### src/rtl/rmc_pkg.sv
package rmc_pkg;

    localparam int PIX_W   = 8;
    localparam int SUM_W   = 20;
    localparam int WIDTH_W = 13;
    localparam int STEPS   = PIX_W;
    localparam int STEP_W  = $clog2(STEPS);
    localparam int CHANS   = 3;

    localparam logic [WIDTH_W-1:0] WIDTH_RESET = WIDTH_W'(640);
    localparam logic [WIDTH_W-1:0] WIDTH_LIMIT = {WIDTH_W{1'b1}};

    localparam int CH_BLUE  = 0;
    localparam int CH_GREEN = 1;
    localparam int CH_RED   = 2;

    typedef logic [SUM_W-1:0]   t_sum;
    typedef logic [WIDTH_W-1:0] t_count;
    typedef logic [PIX_W-1:0]   t_pix;

    // One finished row as handed from the accumulator to the divider.
    typedef struct packed {
        t_sum   [CHANS-1:0] sums;
        t_count             count;
    } t_row;

endpackage

### src/rtl/rmc_front.sv
module rmc_front
    import rmc_pkg::*;
#(
    parameter logic [WIDTH_W-1:0] MAX_CLAMP = WIDTH_W'(4096)
) (
    input  logic   i_clk,
    input  logic   i_rst_n,
    input  logic   i_cfg_valid,
    input  t_count i_cfg_data,
    input  logic   i_valid,
    input  t_pix   i_blue,
    input  t_pix   i_green,
    input  t_pix   i_red,
    input  logic   i_frame_start,
    input  logic   i_q_full,
    output logic   o_ready,
    output logic   o_push,
    output t_row   o_row
);

    t_count             r_row_width;
    t_sum   [CHANS-1:0] r_sums;
    t_count             r_col;
    t_sum   [CHANS-1:0] n_sums;
    t_count             n_col;
    t_count             active_w;
    t_count             count;
    logic               accept;
    logic               row_end;
    t_pix   [CHANS-1:0] pix;

    assign pix[CH_BLUE]  = i_blue;
    assign pix[CH_GREEN] = i_green;
    assign pix[CH_RED]   = i_red;

    assign o_ready = !i_q_full;
    assign accept  = i_valid && o_ready;

    always_comb begin
        if (r_row_width == '0) begin
            active_w = WIDTH_W'(1);
        end else if (r_row_width > MAX_CLAMP) begin
            active_w = MAX_CLAMP;
        end else begin
            active_w = r_row_width;
        end
    end

    always_comb begin
        for (int c = 0; c < CHANS; c++) begin
            n_sums[c] = (i_frame_start ? '0 : r_sums[c]) + SUM_W'(pix[c]);
        end
        count   = (i_frame_start ? '0 : r_col) + WIDTH_W'(1);
        row_end = (count >= active_w);
        n_col   = row_end ? '0 : count;
    end

    assign o_push       = accept && row_end;
    assign o_row.sums   = n_sums;
    assign o_row.count  = count;

    always_ff @(posedge i_clk) begin
        if (!i_rst_n) begin
            r_row_width <= WIDTH_RESET;
            r_sums      <= '0;
            r_col       <= '0;
        end else begin
            if (i_cfg_valid) begin
                r_row_width <= i_cfg_data;
            end
            if (accept) begin
                r_col <= n_col;
                for (int c = 0; c < CHANS; c++) begin
                    r_sums[c] <= row_end ? '0 : n_sums[c];
                end
            end
        end
    end

endmodule

### src/rtl/rmc_queue.sv
module rmc_queue
    import rmc_pkg::*;
(
    input  logic i_clk,
    input  logic i_rst_n,
    input  logic i_push,
    input  t_row i_row,
    input  logic i_pop,
    output logic o_full,
    output logic o_valid,
    output t_row o_row
);

    t_row       r_mem [2];
    logic       r_wp;
    logic       r_rp;
    logic [1:0] r_cnt;

    assign o_full  = (r_cnt == 2'd2);
    assign o_valid = (r_cnt != 2'd0);
    assign o_row   = r_mem[r_rp];

    always_ff @(posedge i_clk) begin
        if (i_push) begin
            r_mem[r_wp] <= i_row;
        end
    end

    always_ff @(posedge i_clk) begin
        if (!i_rst_n) begin
            r_wp  <= 1'b0;
            r_rp  <= 1'b0;
            r_cnt <= 2'd0;
        end else begin
            if (i_push) begin
                r_wp <= !r_wp;
            end
            if (i_pop) begin
                r_rp <= !r_rp;
            end
            r_cnt <= r_cnt + 2'(i_push) - 2'(i_pop);
        end
    end

endmodule

### src/rtl/rmc_back.sv
module rmc_back
    import rmc_pkg::*;
(
    input  logic i_clk,
    input  logic i_rst_n,
    input  logic i_q_valid,
    input  t_row i_row,
    output logic o_pop,
    input  logic i_ready,
    output logic o_valid,
    output t_pix o_mean_blue,
    output t_pix o_mean_green,
    output t_pix o_mean_red
);

    logic                    r_busy;
    logic [STEP_W-1:0]       r_step;
    t_sum [CHANS-1:0]        r_rem;
    t_sum                    r_dsh;
    t_pix [CHANS-1:0]        r_quo;
    logic                    r_out_valid;
    t_pix [CHANS-1:0]        r_out;
    t_sum [CHANS-1:0]        n_rem;
    t_pix [CHANS-1:0]        n_quo;
    logic                    last;
    logic                    out_free;
    logic                    advance;

    // Restoring division: the quotient fits in eight bits as a row sum never
    // exceeds 255 times its pixel count; the divisor starts at count shifted
    // up by seven; one quotient bit per cycle, the last once output is free.
    always_comb begin
        for (int c = 0; c < CHANS; c++) begin
            if (r_rem[c] >= r_dsh) begin
                n_rem[c] = r_rem[c] - r_dsh;
                n_quo[c] = {r_quo[c][PIX_W-2:0], 1'b1};
            end else begin
                n_rem[c] = r_rem[c];
                n_quo[c] = {r_quo[c][PIX_W-2:0], 1'b0};
            end
        end
    end

    assign last     = (r_step == '0);
    assign out_free = !r_out_valid || i_ready;
    assign advance  = r_busy && (!last || out_free);
    assign o_pop    = !r_busy && i_q_valid;

    always_ff @(posedge i_clk) begin
        if (o_pop) begin
            r_rem <= i_row.sums;
            r_dsh <= SUM_W'({i_row.count, {(STEPS-1){1'b0}}});
            r_quo <= '0;
        end else if (advance) begin
            r_rem <= n_rem;
            r_dsh <= r_dsh >> 1;
            r_quo <= n_quo;
        end
        if (advance && last) begin
            r_out <= n_quo;
        end
    end

    always_ff @(posedge i_clk) begin
        if (!i_rst_n) begin
            r_busy      <= 1'b0;
            r_step      <= '0;
            r_out_valid <= 1'b0;
        end else begin
            if (o_pop) begin
                r_busy <= 1'b1;
                r_step <= STEP_W'(STEPS - 1);
            end else if (advance) begin
                r_step <= r_step - STEP_W'(1);
                if (last) begin
                    r_busy <= 1'b0;
                end
            end
            if (advance && last) begin
                r_out_valid <= 1'b1;
            end else if (i_ready) begin
                r_out_valid <= 1'b0;
            end
        end
    end

    assign o_valid      = r_out_valid;
    assign o_mean_blue  = r_out[CH_BLUE];
    assign o_mean_green = r_out[CH_GREEN];
    assign o_mean_red   = r_out[CH_RED];

endmodule

### src/rtl/row_mean_color.sv
// Pixels are taken one per cycle while the row queue is not full; a pixel that
// closes a row yields its result through a queue write, a divider load, then 8
// divider steps, the last of which fills the output register once it is free.
// The divider takes a new row only when done, so short rows slow the input once
// the 2-entry row queue is full. Synchronous active-low reset restores row width
// 640, clears the sums, the column count, the queue and the output valid flag.
module row_mean_color
    import rmc_pkg::*;
#(
    parameter int MAX_WIDTH = 4096
) (
    input  logic               i_clk,
    input  logic               i_rst_n,
    input  logic               i_cfg_valid,
    output logic               o_cfg_ready,
    input  logic [WIDTH_W-1:0] i_cfg_data,
    input  logic               i_valid,
    output logic               o_ready,
    input  logic [PIX_W-1:0]   i_blue,
    input  logic [PIX_W-1:0]   i_green,
    input  logic [PIX_W-1:0]   i_red,
    input  logic               i_frame_start,
    output logic               o_valid,
    input  logic               i_ready,
    output logic [PIX_W-1:0]   o_mean_blue,
    output logic [PIX_W-1:0]   o_mean_green,
    output logic [PIX_W-1:0]   o_mean_red
);

    // A width above what the register can hold never clamps.
    localparam logic [WIDTH_W-1:0] MAX_CLAMP =
        (MAX_WIDTH > int'(WIDTH_LIMIT)) ? WIDTH_LIMIT : WIDTH_W'(MAX_WIDTH);

    logic q_full;
    logic q_valid;
    logic push;
    logic pop;
    t_row push_row;
    t_row head_row;

    assign o_cfg_ready = 1'b1;

    rmc_front #(
        .MAX_CLAMP (MAX_CLAMP)
    ) u_front (
        .i_clk         (i_clk),
        .i_rst_n       (i_rst_n),
        .i_cfg_valid   (i_cfg_valid),
        .i_cfg_data    (i_cfg_data),
        .i_valid       (i_valid),
        .i_blue        (i_blue),
        .i_green       (i_green),
        .i_red         (i_red),
        .i_frame_start (i_frame_start),
        .i_q_full      (q_full),
        .o_ready       (o_ready),
        .o_push        (push),
        .o_row         (push_row)
    );

    rmc_queue u_queue (
        .i_clk   (i_clk),
        .i_rst_n (i_rst_n),
        .i_push  (push),
        .i_row   (push_row),
        .i_pop   (pop),
        .o_full  (q_full),
        .o_valid (q_valid),
        .o_row   (head_row)
    );

    rmc_back u_back (
        .i_clk        (i_clk),
        .i_rst_n      (i_rst_n),
        .i_q_valid    (q_valid),
        .i_row        (head_row),
        .o_pop        (pop),
        .i_ready      (i_ready),
        .o_valid      (o_valid),
        .o_mean_blue  (o_mean_blue),
        .o_mean_green (o_mean_green),
        .o_mean_red   (o_mean_red)
    );

endmodule

### config.mk
export PLATFORM = sky130hd
export DESIGN_NAME = row_mean_color
export DESIGN_NICKNAME = d
export VERILOG_FILES = /design/src/rtl/rmc_pkg.sv /design/src/rtl/rmc_front.sv /design/src/rtl/rmc_queue.sv /design/src/rtl/rmc_back.sv /design/src/rtl/row_mean_color.sv
export SDC_FILE = /design/constraint.sdc
export NUM_CORES = 1
export LEC_CHECK = 0
export BUFFER_PORTS_ARGS = -buffer_cell sky130_fd_sc_hd__buf_2
export CELL_PAD_IN_SITES_DETAIL_PLACEMENT = 1
export CELL_PAD_IN_SITES_GLOBAL_PLACEMENT = 1
export CORE_UTILIZATION = 50
export DETAILED_ROUTE_END_ITERATION = 6
export MAX_ROUTING_LAYER = met4
export PLACE_DENSITY_LB_ADDON = 0.1
export SLEW_MARGIN = 10
export SYNTH_ARGS = -nofsm -noshare
export SYNTH_HDL_FRONTEND = slang
export SYNTH_SLANG_ARGS = --single-unit
export TNS_END_PERCENT = 30
### constraint.sdc
create_clock -name i_clk -period 13.35 [get_ports i_clk]
set_input_delay 4.005 -clock i_clk [delete_from_list [all_inputs] [get_ports i_clk]]
set_output_delay 4.005 -clock i_clk [all_outputs]
set_load 0.02 [all_outputs]
==> metrics.md <==
| Metric | Value |
|---|---|
| Die X | `198 um` |
| Internal power | `3.23 mW` |
| Fin crit share | `58.4%` |
| Syn_area_per_cell | `10.4 um^2` |
| Post-detailed-route DRC marker count | `0` |
| Worst clock skew | `19.8 ps` |
| IO Count | `70` |
| # setup viols final | `0` |
| Syn Nets | `2,010` |
| Register area share after synthesis | `50.7%` |
| Max clock buf depth | `3` |
| Synthesized instance count | `1,859` |
| RSZ-0062 raised after global routing | `false` |
| Avg WL per Cell | `21.5 um` |
| Met3 Use GR | `3.81%` |
| Initial Util | `51.0%` |
| Setup TNS | `0 ps` |
| PortBufs | `68` |
| Root Buffer | `clkbuf_16` |
| Nets | `2,048` |
| Clock power share | `23.4%` |
| Setup crit end kind | `register` |
| Die ar. | `0.0394 mm^2` |
| Async set-reset flop share out of synthesis | `0%` |
| P_sw | `~2.1 mW` |
| Pin count of the biggest net entering global routing | `74` |
| DRT Pass-1 Iters | `4` |
| Postcts setup bufs | `0` |
| Worst slew margin | `26.4%` |
| Met2 Usage GRT | `43.4%` |
| Fillers | `4,156` |
| Worst hold margin | `430 ps` |
| Worst VDD drop | `approximately 0.00010 V` |
| Clock Sinks | `around 370` |
| Crit-path max FO | `73` |
| Distinct cells, synth | `83` |
| Main synth FF type | `edfxtp_1` |
| Vias in the first global route | `between 10,000 and 15,000` |
| Switch share | `39.9%` |
| Gate power share | `46.0%` |
| Dominant cells by area after synthesis | `edfxtp_1 (38%), dfxtp_1 (13%), ha_1 (6.6%)` |
| H-tree levels | `2` |
| Worst Setup SP | `i_frame_start` |
| Layer with the highest usage | `met2` |
| Outcome | `completed` |
| Initial DRC Count | `750` |
| Post-synth top area cell | `edfxtp_1` |
| Post-synth EDFFs | `243` |
| Die Y | `slightly below 200 um` |
| Setup CP Type | `input port to register` |
| Hold_sp | `u_back.r_quo[22]$_SDFFE_PP0P_` |
| Mapped Area | `0.0193 mm^2` |
| Total CTS buffers | `between 40 and 50` |
| Reg power frac | `30.6%` |
| Initial antenna violation count | `1` |
| Pwr/cell area | `249 mW/mm^2` |
| Met1 Use GR | `between 30% and 40%` |
| Final worst slack | `5550 ps` |
| Crit path largest cell delay | `roughly 740 ps` |
| FF-to-FF Start | `u_front.r_col[0]$_SDFFE_PN0P_` |
| Share of layout cells above drive strength 1 | `10.2%` |
| Critical-path top delay cell | `buf_4` |
| Setup WS pre-CTS | `4970 ps` |
| GRT Total Usage | `27.9%` |
| Req. time, crit path | `13,530 ps` |
| Clock latency on the worst-skew pair | `around 570 ps` |
| First-pass GRT wire length | `between 80,000 and 90,000 um` |
| # resized after CTS | `0` |
| Area Overhead vs Synth | `11.9%` |
| Share of the synthesized area in the top cell type | `37.8%` |
| Worst hold path type | `register to register` |
| Max Fclk | `128 MHz` |
| Worst setup SP type | `input port` |
| CTS Hold Bufs | `0` |
| GRT overflow | `0` |
| Fin. Hold Viols | `0` |
| Static Leak | `8.20 nW` |
| Final wirelength | `52,500 um` |
| Max cap viols | `0` |
| Least-Margin Pin Slew | `between 1000 and 1500 ps` |
| Max-slew violations | `0` |
| Min cycle time layout | `between 7000 and 8000 ps` |
| Seq cells post-synth | `367` |
| Core region area | `0.0378 mm^2` |
| FP Rows | `between 70 and 80` |
| GP Congestion | `0.871` |
| Total number of vias | `roughly 14,000` |
| Vias/cell | `~5.9` |
| Post-DP HPWL | `36,700 um` |
| Worst path cell trace | `buf_2 > buf_4 > nand2b_1 > inv_1 > ha_1 > and2_1 > nand4_1 > xor2_1 > nor2_1 > ha_1 > nand4_1 > a2111o_1 > o211ai_2 > and2_2 > nor2b_4 > buf_4` |
| Clk slew on worst S/H paths | `60 ps` |
| CTS tree | `yes` |
| CP arrival | `~8000 ps` |
| Synth warn | `0` |
| Post-route ant nets | `0` |
## per-layer routing
metal  vias up  wire (um)
met1      7129      24800
met5         -          0
li1       6894          -
met3        87       1930
met2       237      24300
met4         0       1430
## cell usage after synthesis (15+ instances only)
| master | n |
|---|---|
| edfxtp_1 | 243 |
| nor2_1 | 168 |
| nand2_1 | 165 |
| dfxtp_1 | 124 |
| a21oi_1 | 113 |
| ha_1 | 102 |
| o21ai_0 | 87 |
| clkbuf_1 | 66 |
| mux2i_1 | 65 |
| inv_1 | 61 |
| nand3_1 | 61 |
| nor2b_1 | 56 |
| xor2_1 | 54 |
| xnor2_1 | 48 |
| a22oi_1 | 37 |
| a21o_1 | 34 |
| nand2b_1 | 29 |
| a211oi_1 | 24 |
| nor3_1 | 23 |
| buf_1 | 19 |
| nand4_1 | 19 |
| a31oi_1 | 17 |
| o22ai_1 | 16 |
| o21a_1 | 15 |
## power groups by stage
stage	Clock, mW	Sequential, mW	Combinational, mW
after floorplan	0	1.65	1.78
after global placement	0	1.65	2.35
after detailed placement	0	1.66	2.43
after CTS	1.28	1.64	2.46
after global routing	1.32	1.66	2.73
final	1.26	1.64	2.47
## flip-flops by register name (all words and copies together), names as in the netlist, named ones only
signal	flops
u_front.r_sums	60
u_back.r_step	3
u_back.o_mean_red	8
u_queue.r_rp	1
u_back.o_valid	1
u_back.r_dsh	20
u_queue.r_mem	146
u_queue.r_wp	1
u_queue.r_cnt	2
u_back.o_mean_green	8
u_front.r_row_width	13
u_back.r_rem	60
u_back.o_mean_blue	8
u_back.r_busy	1
u_front.r_col	13
u_back.r_quo	21
## critical path, delay by kind of cell
family          cells  cell delay (ps)
compound gates      2              600
simple gates        7             1260
fa+ha+maj           2              600
buf+inv             4             1290
xor+xnor            1              150
## cells by family after synthesis
logic type / synth area share, %
flops: 50.7
simple gates: 15.0
xor+xnor: 4.63
fa+ha+maj: 7.23
compound gates: 15.2
mux: 4.07
buf+inv: 3.16
other cells: 0.0194
## layout by cell type, fill, tap and decap left out, drive strengths merged, types with 8 or more instances in the layout
cell type	instances
ha	102
o22ai	16
o211ai	12
a22oi	37
o31ai	14
dfxtp	124
xnor2	48
mux2i	65
clkbuf	62
o21a	15
nor3	23
edfxtp	243
o21ai	88
a31oi	17
and3	14
a211oi	25
inv	67
nand2b	29
a22o	8
and2	12
mux2	12
a21o	34
nand3	61
xor2	54
o21bai	13
nand2	166
buf	86
nand4	19
a21oi	113
nor4	8
nor2	169
nor2b	56
## cell type report
type                    count  area [um^2]  share of cell area, %
inverters                  63          236                   1.09
multi-input cells        1337         8940                   41.4
flip-flops and latches    367         9780                   45.3
well taps                 511          639                   2.96
diodes                      1         2.50                 0.0116
clock buffers              62         1290                   5.98
clock inverters            16          234                   1.08
repair buffers             86          475                   2.20
## stage by stage
step	cells	util (%)	cell area (um^2)	total power [mW]
detailed placement	2364	53.0	20100	4.09
CTS	2442	57.1	21600	5.38
floorplan	1859	-	19300	3.43
global placement	2364	53.0	20100	4.01
global route	2443	57.1	21600	5.71
finish	2443	57.1	21600	5.37
## path summary, 6_finish.rpt
path	slack (ps)	end	cells after the start
setup / recovery	5550	u_queue.r_mem[0][33]$_DFFE_PP_	16
hold / removal	430	u_back.o_mean_red[7]$_DFFE_PP_	0
setup reg to reg	9210	u_queue.r_mem[0][33]$_DFFE_PP_	15
hold reg to reg	430	u_back.o_mean_red[7]$_DFFE_PP_	0
Power figures use the tool's default switching activity.
